$ cat src/hw/rtl/pdcc_pkg.sv
package pdcc_pkg;

  localparam int COUNT_WIDTH    = 24;
  localparam int DUTY_FRAC_BITS = 8;
  localparam int IVL_W          = 24;

  localparam int DUTY_W = 7 + DUTY_FRAC_BITS;
  localparam int PROD_W = COUNT_WIDTH + 7;
  localparam int NUM_W  = PROD_W + DUTY_FRAC_BITS;
  localparam int TOT_W  = COUNT_WIDTH + 1;

  typedef logic [COUNT_WIDTH-1:0] count_t;
  typedef logic [IVL_W-1:0]       ivl_t;
  typedef logic [DUTY_W-1:0]      duty_t;
  typedef logic [PROD_W-1:0]      prod_t;
  typedef logic [NUM_W-1:0]       num_t;
  typedef logic [TOT_W-1:0]       tot_t;

  localparam count_t CNT_MAX      = '1;
  localparam ivl_t   IVL_MAX      = '1;
  localparam ivl_t   IVL_RESET    = IVL_W'(10000);
  localparam prod_t  DUTY_SCALE   = PROD_W'(100);
  localparam duty_t  DUTY_MAX     = DUTY_W'(100 << DUTY_FRAC_BITS);

  localparam logic [1:0] PH_IDLE      = 2'd0;
  localparam logic [1:0] PH_WAIT_HIGH = 2'd1;
  localparam logic [1:0] PH_HIGH      = 2'd2;
  localparam logic [1:0] PH_LOW       = 2'd3;

  function automatic count_t sat_inc(input count_t v);
    return (v == CNT_MAX) ? v : v + count_t'(1);
  endfunction

endpackage

$ cat src/hw/rtl/pdcc_div.sv
// Restoring divider, one quotient bit per cycle. The quotient must fit in
// DUTY_W bits, which holds because the numerator is at most 100% of scale.
module pdcc_div
  import pdcc_pkg::*;
(
  input  logic  clk,
  input  logic  rst_n,
  input  logic  start,
  input  num_t  num,
  input  tot_t  den,
  output logic  busy,
  output logic  done,
  output duty_t quotient
);

  localparam int STEP_W = $clog2(DUTY_W);

  logic              busy_r, busy_nxt;
  logic              done_r, done_nxt;
  logic [STEP_W-1:0] step_r, step_nxt;
  tot_t              rem_r, rem_nxt;
  tot_t              den_r, den_nxt;
  duty_t             bits_r, bits_nxt;
  duty_t             q_r, q_nxt;
  logic [TOT_W:0]    trial;
  logic [TOT_W:0]    diff;
  logic              ge;

  assign trial = {rem_r, bits_r[DUTY_W-1]};
  assign diff  = trial - {1'b0, den_r};
  assign ge    = (trial >= {1'b0, den_r});

  always_comb begin
    busy_nxt = busy_r;
    done_nxt = 1'b0;
    step_nxt = step_r;
    rem_nxt  = rem_r;
    den_nxt  = den_r;
    bits_nxt = bits_r;
    q_nxt    = q_r;
    if (start) begin
      busy_nxt = 1'b1;
      step_nxt = STEP_W'(DUTY_W - 1);
      rem_nxt  = TOT_W'(num[NUM_W-1:DUTY_W]);
      bits_nxt = num[DUTY_W-1:0];
      den_nxt  = den;
      q_nxt    = '0;
    end else if (busy_r) begin
      rem_nxt  = ge ? diff[TOT_W-1:0] : trial[TOT_W-1:0];
      q_nxt    = {q_r[DUTY_W-2:0], ge};
      bits_nxt = {bits_r[DUTY_W-2:0], 1'b0};
      if (step_r == '0) begin
        busy_nxt = 1'b0;
        done_nxt = 1'b1;
      end else begin
        step_nxt = step_r - STEP_W'(1);
      end
    end
  end

  always_ff @(posedge clk) begin
    if (!rst_n) begin
      busy_r <= 1'b0;
      done_r <= 1'b0;
      step_r <= '0;
    end else begin
      busy_r <= busy_nxt;
      done_r <= done_nxt;
      step_r <= step_nxt;
    end
    rem_r  <= rem_nxt;
    den_r  <= den_nxt;
    bits_r <= bits_nxt;
    q_r    <= q_nxt;
  end

  assign busy     = busy_r;
  assign done     = done_r;
  assign quotient = q_r;

endmodule

$ cat src/hw/rtl/pwm_duty_cycle_capture.sv
// PWM duty-cycle capture.
// The input channel (in_valid / in_stall / in_pin_level) carries one PWM pin
// sample per transaction; every accepted transaction is one sample tick.
// An interval counter, restarted by each measurement start, sets how often a
// measurement begins; cfg_interval_ticks (cfg_valid / cfg_ready) sets that
// interval, and the user must write it only while the block is idle (the
// block itself does not enforce this). A zero interval acts like one.
// A measurement waits for a high sample, counts high then low samples, and
// ends on the first high sample after the low run. The result channel
// (out_valid / out_stall) then carries the high count, low count, the duty
// cycle in percent with eight fraction bits (floored) and a saturation flag.
// Samples are taken one per cycle except at a measurement's end: the duty
// division runs on a single one-bit-per-cycle divider, and the result passes
// the start register, the divider and its done register before it shows on
// out_valid. in_stall stays high from the edge that takes the ending sample
// until the divider is done, and the next sample can be taken at the edge
// that loads the result. While a result waits under out_stall, samples are
// still taken unless the block is in its low phase, where the next sample
// could end another measurement. Reset (rst_n low at a clock edge) restores
// the interval to 10000 ticks, clears all counters and drops out_valid.
module pwm_duty_cycle_capture
  import pdcc_pkg::*;
(
  input  logic   clk,
  input  logic   rst_n,
  input  logic   in_valid,
  output logic   in_stall,
  input  logic   in_pin_level,
  output logic   out_valid,
  input  logic   out_stall,
  output count_t out_high_ticks,
  output count_t out_low_ticks,
  output duty_t  out_duty_percent_q8,
  output logic   out_saturated,
  input  logic   cfg_valid,
  output logic   cfg_ready,
  input  ivl_t   cfg_interval_ticks
);

  // Measurement state.
  logic [1:0] phase_r, phase_nxt;
  ivl_t       ivl_ticks_r, ivl_ticks_nxt;
  ivl_t       ivl_count_r, ivl_count_nxt;
  count_t     high_r, high_nxt;
  count_t     low_r, low_nxt;

  // Divider operands, registered after the multiply and the add.
  prod_t      prod_r, prod_nxt;
  tot_t       tot_r, tot_nxt;
  logic       start_r, start_nxt;

  // Output register.
  logic       out_valid_r, out_valid_nxt;
  count_t     out_high_r, out_high_nxt;
  count_t     out_low_r, out_low_nxt;
  duty_t      out_duty_r, out_duty_nxt;
  logic       out_sat_r, out_sat_nxt;

  logic       in_acc;
  logic [1:0] eff_phase;
  ivl_t       ivl_inc;
  logic       div_busy;
  logic       div_done;
  duty_t      div_q;

  // No sample may enter while the divider works, nor in the low phase while
  // the previous result is still held, since that sample might end a
  // measurement.
  assign in_stall  = start_r | div_busy | (out_valid_r & (phase_r == PH_LOW));
  assign in_acc    = in_valid & ~in_stall;
  assign cfg_ready = 1'b1;
  assign ivl_inc   = (ivl_count_r == IVL_MAX) ? ivl_count_r : ivl_count_r + ivl_t'(1);

  always_comb begin
    phase_nxt     = phase_r;
    ivl_ticks_nxt = ivl_ticks_r;
    ivl_count_nxt = ivl_count_r;
    high_nxt      = high_r;
    low_nxt       = low_r;
    prod_nxt      = prod_r;
    tot_nxt       = tot_r;
    start_nxt     = 1'b0;
    eff_phase     = phase_r;

    if (cfg_valid) begin
      ivl_ticks_nxt = cfg_interval_ticks;
    end

    if (in_acc) begin
      ivl_count_nxt = ivl_inc;
      // The sample that ends the idle interval is already a wait-high sample.
      if ((phase_r == PH_IDLE) && (ivl_inc >= ivl_ticks_r)) begin
        ivl_count_nxt = '0;
        eff_phase     = PH_WAIT_HIGH;
        phase_nxt     = PH_WAIT_HIGH;
      end
      case (eff_phase)
        PH_WAIT_HIGH: begin
          if (in_pin_level) begin
            high_nxt  = count_t'(1);
            phase_nxt = PH_HIGH;
          end
        end
        PH_HIGH: begin
          if (in_pin_level) begin
            high_nxt = sat_inc(high_r);
          end else begin
            low_nxt   = count_t'(1);
            phase_nxt = PH_LOW;
          end
        end
        PH_LOW: begin
          if (!in_pin_level) begin
            low_nxt = sat_inc(low_r);
          end else begin
            // End of measurement: scale the high count and form the period,
            // then hand both to the divider on the next cycle.
            prod_nxt  = PROD_W'(high_r) * DUTY_SCALE;
            tot_nxt   = TOT_W'(high_r) + TOT_W'(low_r);
            start_nxt = 1'b1;
            phase_nxt = PH_IDLE;
          end
        end
        default: begin
        end
      endcase
    end
  end

  pdcc_div u_div (
    .clk      (clk),
    .rst_n    (rst_n),
    .start    (start_r),
    .num      (NUM_W'(prod_r) << DUTY_FRAC_BITS),
    .den      (tot_r),
    .busy     (div_busy),
    .done     (div_done),
    .quotient (div_q)
  );

  // The counts stay put while the divider runs, so they are captured together
  // with the quotient.
  always_comb begin
    out_valid_nxt = out_valid_r;
    out_high_nxt  = out_high_r;
    out_low_nxt   = out_low_r;
    out_duty_nxt  = out_duty_r;
    out_sat_nxt   = out_sat_r;
    if (out_valid_r && !out_stall) begin
      out_valid_nxt = 1'b0;
    end
    if (div_done) begin
      out_valid_nxt = 1'b1;
      out_high_nxt  = high_r;
      out_low_nxt   = low_r;
      out_duty_nxt  = div_q;
      out_sat_nxt   = (high_r == CNT_MAX) || (low_r == CNT_MAX);
    end
  end

  always_ff @(posedge clk) begin
    if (!rst_n) begin
      phase_r     <= PH_IDLE;
      ivl_ticks_r <= IVL_RESET;
      ivl_count_r <= '0;
      high_r      <= '0;
      low_r       <= '0;
      start_r     <= 1'b0;
      out_valid_r <= 1'b0;
    end else begin
      phase_r     <= phase_nxt;
      ivl_ticks_r <= ivl_ticks_nxt;
      ivl_count_r <= ivl_count_nxt;
      high_r      <= high_nxt;
      low_r       <= low_nxt;
      start_r     <= start_nxt;
      out_valid_r <= out_valid_nxt;
    end
    prod_r     <= prod_nxt;
    tot_r      <= tot_nxt;
    out_high_r <= out_high_nxt;
    out_low_r  <= out_low_nxt;
    out_duty_r <= out_duty_nxt;
    out_sat_r  <= out_sat_nxt;
  end

  assign out_valid           = out_valid_r;
  assign out_high_ticks      = out_high_r;
  assign out_low_ticks       = out_low_r;
  assign out_duty_percent_q8 = out_duty_r;
  assign out_saturated       = out_sat_r;

endmodule

$ cat config.mk
export PLATFORM = sky130hd
export DESIGN_NAME = pwm_duty_cycle_capture
export DESIGN_NICKNAME = d
export VERILOG_FILES = /design/src/hw/rtl/pdcc_pkg.sv /design/src/hw/rtl/pdcc_div.sv /design/src/hw/rtl/pwm_duty_cycle_capture.sv
export SDC_FILE = /design/constraint.sdc
export NUM_CORES = 1
export LEC_CHECK = 0
export BUFFER_PORTS_ARGS = -buffer_cell sky130_fd_sc_hd__buf_2
export CORE_UTILIZATION = 40
export DETAILED_ROUTE_END_ITERATION = 8
export PLACE_DENSITY = 0.63
export SLEW_MARGIN = 20
export SYNTH_ARGS = -nofsm -noshare
export SYNTH_HDL_FRONTEND = slang
export SYNTH_SLANG_ARGS = --single-unit
$ cat constraint.sdc
create_clock -name clk -period 10.6 [get_ports clk]
set_input_delay 0.53 -clock clk [delete_from_list [all_inputs] [get_ports clk]]
set_output_delay 0.53 -clock clk [all_outputs]
set_load 0.05 [all_outputs]
-- Word level (Yosys, flattened, before mapping)
Index checks and enable logic that the tools add are counted.
W data, S select, Z words.
- register bits: 296
- latch bits: 0
- memory bits (writable): 0
- bits in read-only memories: 0
- input bits: 30
- output and inout port bits: 67
- word-level logic and storage cells: 103
- memories kept: 0
- add/subtract/negate cells: 6
- multiply operators: 1
- div/mod/pow operators: 0
- $lt $le $gt $ge: 2
- equal/unequal tests: 14
- shift operators: 0
- mux-type cells: 31
- bitwise gates (word level): 8
- reductions and logical operators: 18
- operators with widths (cell ; count):
    $mux W24 ; 10
    $pmux W24 S2 ; 2
    $add A24 B1 Y24 const B ; 3
    $eq A24 B24 Y1 const B ; 3
    $mux W15 ; 2
    $mul A24 B5 Y29 const B ; 1
    $ge A26 B25 Y1 ; 1
    $add A24 B24 Y25 ; 1
    $mux W25 ; 1
    $sub A25 B25 Y25 ; 1
    $ge A24 B24 Y1 ; 1
    $ne A2 B2 Y1 const B ; 7
    $mux W4 ; 3
    $mux W2 ; 5
    $reduce_and A5 Y1 ; 2
    $reduce_bool A2 Y1 ; 4
    $mux W1 ; 7
    $eq A2 B2 Y1 const B ; 3
    $pmux W2 S3 ; 1
    $reduce_and A3 Y1 ; 2
    $logic_not A4 Y1 ; 1
    $not A1 Y1 ; 4
    $reduce_and A2 Y1 ; 2
    $sub A4 B1 Y4 const B ; 1
    9 further kinds ; 12

-- Logic depth before layout (Yosys ltp)
- word-level depth: 9
- mapped depth: 19
- gate-level depth less buffers: 17

-- Hierarchy
From an unflattened synthesis, not the netlist that was laid out.
- cells, all modules: 1685
- area total of the unflattened synthesis: 17405.4 sq um
- modules (own cells, without submodules) (module ; instances ; cells an instance ; area each (sq um) ; seq. area each (sq um)):
    pwm_duty_cycle_capture ; 1 ; 1220 ; 12509.5 ; 5545.3
    pdcc_div ; 1 ; 465 ; 4895.9 ; 2362.3

-- Least setup slack after synthesis
Ideal clock, no wire load.
- kind: reg2reg
- start point: register ivl_count_r[19]
- end point: register high_r[7]
- library setup time: 0.128 ns
- arrival time: 4.016 ns
- data required time: 10.472 ns
- setup slack: 6.457 ns
- stages on the path, launching flop included: 20
- buffers on the path: 3
- clock period less this slack: 4.143 ns
- path through: dfxtp_1 -> and4_1 -> and3_1 -> and4_1 -> clkbuf_1 -> a31oi_1 -> clkbuf_1 -> nand3_1 -> nor2_1 -> xor2_1 -> ha_1 -> a21oi_1 -> o21ai_0 -> a2111o_1 -> a2111oi_0 -> nor4_1 -> clkbuf_1 -> o2111ai_1 -> xnor2_1 -> nor2_1
- cells in the longest elaborated chain, start to end: 9
- elaborated cells between the ends (all ways): 15
- classes of those cells: 1 x add/sub; 1 x order compare; 6 x eq/ne; 4 x mux; 3 x reduce/logical
- ends and longest elaborated chain (what ; line ; RTL):
    start: declaration ; pwm_duty_cycle_capture.sv:43 ; ivl_t ivl_count_r, ivl_count_nxt;
    start signal: assignment ; pwm_duty_cycle_capture.sv:173 ; ivl_count_r <= ivl_count_nxt;
    $add A24 B1 Y24 / $eq A24 B24 Y1 (equally long branches) ; pwm_duty_cycle_capture.sv:72 ; assign ivl_inc = (ivl_count_r == IVL_MAX) ? ivl_count_r : ivl_count_r + ivl_t'(1);
    $mux W24 * ; pwm_duty_cycle_capture.sv:72 ;
    $ge A24 B24 Y1 * ; pwm_duty_cycle_capture.sv:92 ; if ((phase_r == PH_IDLE) && (ivl_inc >= ivl_ticks_r)) begin
    $logic_and A1 B1 Y1 * ; pwm_duty_cycle_capture.sv:92 ;
    $mux W2 * ; pwm_duty_cycle_capture.sv:92 ;
    $mux W2 * ; pwm_duty_cycle_capture.sv:89 ; if (in_acc) begin
    $eq A2 B2 Y1 / $eq A2 B1 Y1 (equally long branches) ; pwm_duty_cycle_capture.sv:97 ; case (eff_phase)
    $ne A2 B2 Y1 (no line) / $reduce_bool A2 Y1 (equally long branches) ; n/a ;
    $reduce_and A5 Y1 (no line) ; n/a ;
    end signal: assignment ; pwm_duty_cycle_capture.sv:174 ; high_r <= high_nxt;
    end: declaration ; pwm_duty_cycle_capture.sv:44 ; count_t high_r, high_nxt;
Every way passes the cells marked *; elsewhere a longest branch is shown, timed or not. The select of a mux whose other input is x is not followed.
A chain may end at the register's enable or synchronous reset.

-- Worst setup path in the final report
- start point: register ivl_count_r[17]
- end point: register high_r[19]
The elaborated chain is that of the path after synthesis.

==> flow_metrics.py <==
metrics = {
    "die": {
        "design.core.area_um2": 40900,
        "row_count": 74,
        "dieArea_um2": 42400,
        "die_w_um": 206,
        "die_height_um": 206,
        "initial_core_util": 0.406,
        "io_pins": 97,
    },
    "critical_path": {
        "crit_path_cell_trace": "and4_1 > and3_1 > and4_1 > a31oi_1 > buf_4 > nand3_1 > nor2_1 > xor2_1 > ha_1 > a21oi_1 > o21ai_0 > a2111o_1 > a2111oi_0 > nor4_2 > buf_4 > nand2b_1 > nor2_1 > mux2_2",
        "cp-startpoint": "ivl_count_r[17]$_SDFFE_PN0P_",
        "rr_startpoint": "ivl_count_r[17]$_SDFFE_PN0P_",
        "startpoint_type": "flip-flop",
        "critPathCaptureType": "flip-flop",
        "worstPathArrival_ps": 5310,
        "crit_buf_inv": 2,
        "critPathTopFamily": "simple AND/OR/NAND/NOR gates",
        "slowest_delay_ps": 550,
        "critical_path_required_ps": 11110,
        "cp_max_fo": 24,
        "crit_type": "flip-flop to flip-flop",
        "cp_slowest_cell": "nand2b_1",
    },
    "logic_synthesis": {
        "synth.cell_area_um2": 16600,
        "ys_ff_latch": 294,
        "seq_area_frac_synth": 0.457,
        "synth-main-ff-cell": "edfxtp_1",
        "syn_inst": 1560,
        "synthDistinctLibCells": 73,
        "async_reset_ff_frac": 0,
        "syn_avg_cell_area_um2": 10.7,
        "yosysWarnings": 0,
        "synth-edff-count": 172,
        "synthesis.nets": 1766,
    },
    "routing": {
        "wl_um": 35200,
        "drc": 0,
        "vias_per_cell": 5.16,
        "avgRoutedWirePerCell_um": 15.9,
        "drt_iter0_markers": 577,
        "drtPass1Iterations": 5,
        "dr_total_vias": 11404,
        "antenna_left": 0,
    },
    "sta": {
        "hold_viol": 0,
        "maxSlewViolCount": 0,
        "fin_worst_skew_ps": 9.29,
        "worst_slew_pin_slew_ps": 1120,
        "finalWorstPathRequiredPeriod_ps": 4800,
        "setup_ws_ps": 5800,
        "max_freq_mhz": 208,
        "slew_headroom": 0.251,
        "finalSetupViolCount": 0,
        "min_period_over_period": 0.453,
        "tns_ps": 0,
        "rsz0062_at_grt": "no",
    },
    "placement": {
        "place_congestion": 0.850,
        "io_buffers": 95,
        "hpwl_um": 26300,
        "place_ws_ps": 5840,
    },
    "clock_tree": {
        "postCtsSetupBuffers": 0,
        "cts_made_buffers": 30,
        "clock-root-buffer": "clkbuf_16",
        "ctsResizeCount": 0,
        "h-tree-depth": 1,
        "clockBufferDepth": 3,
        "cts_tree": "built",
        "clock-sinks": 294,
        "ctsHoldBuffers": 0,
        "clkLatencyLatePin_ps": 560,
        "clkTransAtPathRegs_ps": 60,
    },
    "global_routing": {
        "grt_usage": 0.166,
        "antenna_found_initial": 0,
        "grt_pass1_vias": 11117,
        "grt_overflow": 0,
        "grt_pass1_wl_um": 56800,
        "grt_max_degree": 83,
    },
    "pwr": {
        "p_sw_w": 0.000463,
        "p_clk_frac": 0.460,
        "combPwrFrac": 0.022,
        "worst_ir_drop_vdd_mv": 0.118,
        "power_w": 0.00232,
        "p_leak_nw": 8.06,
        "internal_power_w": 0.00186,
        "switching_share": 0.199,
        "power_density_nw_per_um2": 124,
        "p_seq_frac": 0.519,
    },
    "worst_hold_path": {
        "hold_path_class": "primary input to flip-flop",
        "hold_start": "cfg_interval_ticks[9]",
    },
    "final_layout": {
        "area_delta_synth_final_pct": 12.5,
        "final_nets": 1860,
        "n_antenna_cell": 0,
        "drive_gt1_frac": 0.120,
    },
    "job": {
        "drv_cap": 0,
    },
    "outcome": {
        "status": "completed",
    },
}
-- stage by stage --
stage | hold WS (ps) | cell area [um^2] | util | cells
finish | 182 | 18700 | 0.457 | 2210
floorplan | 400 | 16600 | - | 1560
detailed placement | 405 | 17700 | 0.432 | 2154
global route | 188 | 18700 | 0.457 | 2210
global placement | 402 | 17700 | 0.432 | 2154
CTS | 153 | 18700 | 0.457 | 2210
-- sequential cells by signal (all words and copies together) (netlist names), 24 cells and up --
signal and flops:
u_div.rem_r 25, high_r 24, ivl_count_r 24, out_low_ticks 24, tot_r 25, ivl_ticks_r 24, u_div.den_r 25, prod_r 29
low_r 24, out_high_ticks 24
-- synthesized netlist by cell type (8+ instances only) --
cell      instances  area share
xnor2_1          85       0.045
xor2_1           38       0.020
ha_1            155        0.12
fa_1             21       0.025
nand2_1          76       0.017
nand4_1          13      0.0049
o211ai_1         16      0.0072
nor2b_1          43       0.016
edfxtp_1        172        0.31
inv_1           168       0.038
o31ai_1          10      0.0045
nand2b_1          9      0.0034
a22oi_1           8      0.0036
a21o_1           30       0.014
o21ai_0          46       0.014
nor2_1          119       0.027
a31oi_1           9      0.0034
a211oi_1         10      0.0045
clkbuf_1         32      0.0072
a21oi_1          70       0.021
o21bai_1          8      0.0036
mux2i_1          44       0.026
and3_1           22      0.0083
mux2_2           30       0.020
nor3_1           15      0.0045
nand3_1          34       0.010
and2_1           15      0.0056
o21a_1           17      0.0077
dfxtp_1         122        0.15
or3_1            11      0.0041
-- power groups by stage --
| stage | Clock, W | Combinational, W | Sequential [W] |
|---|---|---|---|
| CTS | 0.00110 | 0.0000513 | 0.00120 |
| detailed placement | 0 | 0.0000509 | 0.00123 |
| global placement | 0 | 0.0000496 | 0.00123 |
| floorplan | 0 | 0.0000337 | 0.00123 |
| global route | 0.00114 | 0.0000564 | 0.00120 |
| finish | 0.00107 | 0.0000508 | 0.00120 |
-- kinds of logic (layout without fill, tap and decap cells) --
logic type / count (synthesis) / in the layout / share of synthesized area
simple gates: 389 / 389 / 0.116
flops: 294 / 294 / 0.457
compound gates: 286 / 286 / 0.119
buf+inv: 211 / 329 / 0.0491
fa+ha+maj: 176 / 176 / 0.142
xor+xnor: 123 / 123 / 0.0648
mux: 80 / 80 / 0.0509
other cells: 1 / 1 / 0.000226
-- layer usage --
layer,track usage,routed length [um],vias up
met4,0.0538,985,0
met5,0,0,-
met1,0.233,17100,5399
li1,-,-,5728
met3,0.0210,1470,56
met2,0.265,15600,221
-- path summary, 6_finish.rpt --
kind,slack [ps],end,depth (start not counted)
setup reg to reg,5800,high_r[19]$_SDFFE_PN0P_,18
hold reg to reg,410,u_div.den_r[10]$_DFFE_PP_,0
setup / recovery,5800,high_r[19]$_SDFFE_PN0P_,18
hold / removal,180,ivl_ticks_r[9]$_SDFFE_PN1P_,3
-- area by class of cell --
| class | instances | area, um^2 |
|---|---|---|
| Multi-Input combinational cell | 1055 | 8230 |
| Clock inverter | 12 | 139 |
| Fill cell | 3850 | 22200 |
| Tap cell | 532 | 666 |
| Inverter | 168 | 631 |
| Timing Repair Buffer | 105 | 551 |
| Clock buffer | 44 | 868 |
| Sequential cell | 294 | 7610 |
-- layout by cell type, fill, tap and decap left out, types with 10 or more instances in the layout --
cell and instances:
nand3_1 34, or3_1 11, ha_1 155, xnor2_1 85
fa_1 21, and2_1 15, buf_4 10, o21a_1 17
o211ai_1 16, o21ai_0 46, nor3_1 15, nor2b_1 43
nand4_1 13, dfxtp_1 120, a211oi_1 10, mux2_2 30
a21o_1 30, mux2i_1 44, inv_1 167, buf_2 95
edfxtp_1 172, o31ai_1 10, clkbuf_16 31, and3_1 22
a21oi_1 70, xor2_1 38, nand2_1 76, nor2_1 118
-- worst reg2reg max path, cell delays in order, from the launching register on --
cell       delay (ps)
dfxtp_1           350
and4_1            220
and3_1            210
and4_1            270
a31oi_1           190
buf_4             220
nand3_1           200
nor2_1            200
xor2_1            180
ha_1              260
a21oi_1           130
o21ai_0           140
a2111o_1          450
a2111oi_0         470
nor4_2             70
buf_4             230
nand2b_1          560
nor2_1            220
mux2_2            160
(Power assumes the default switching activity.)
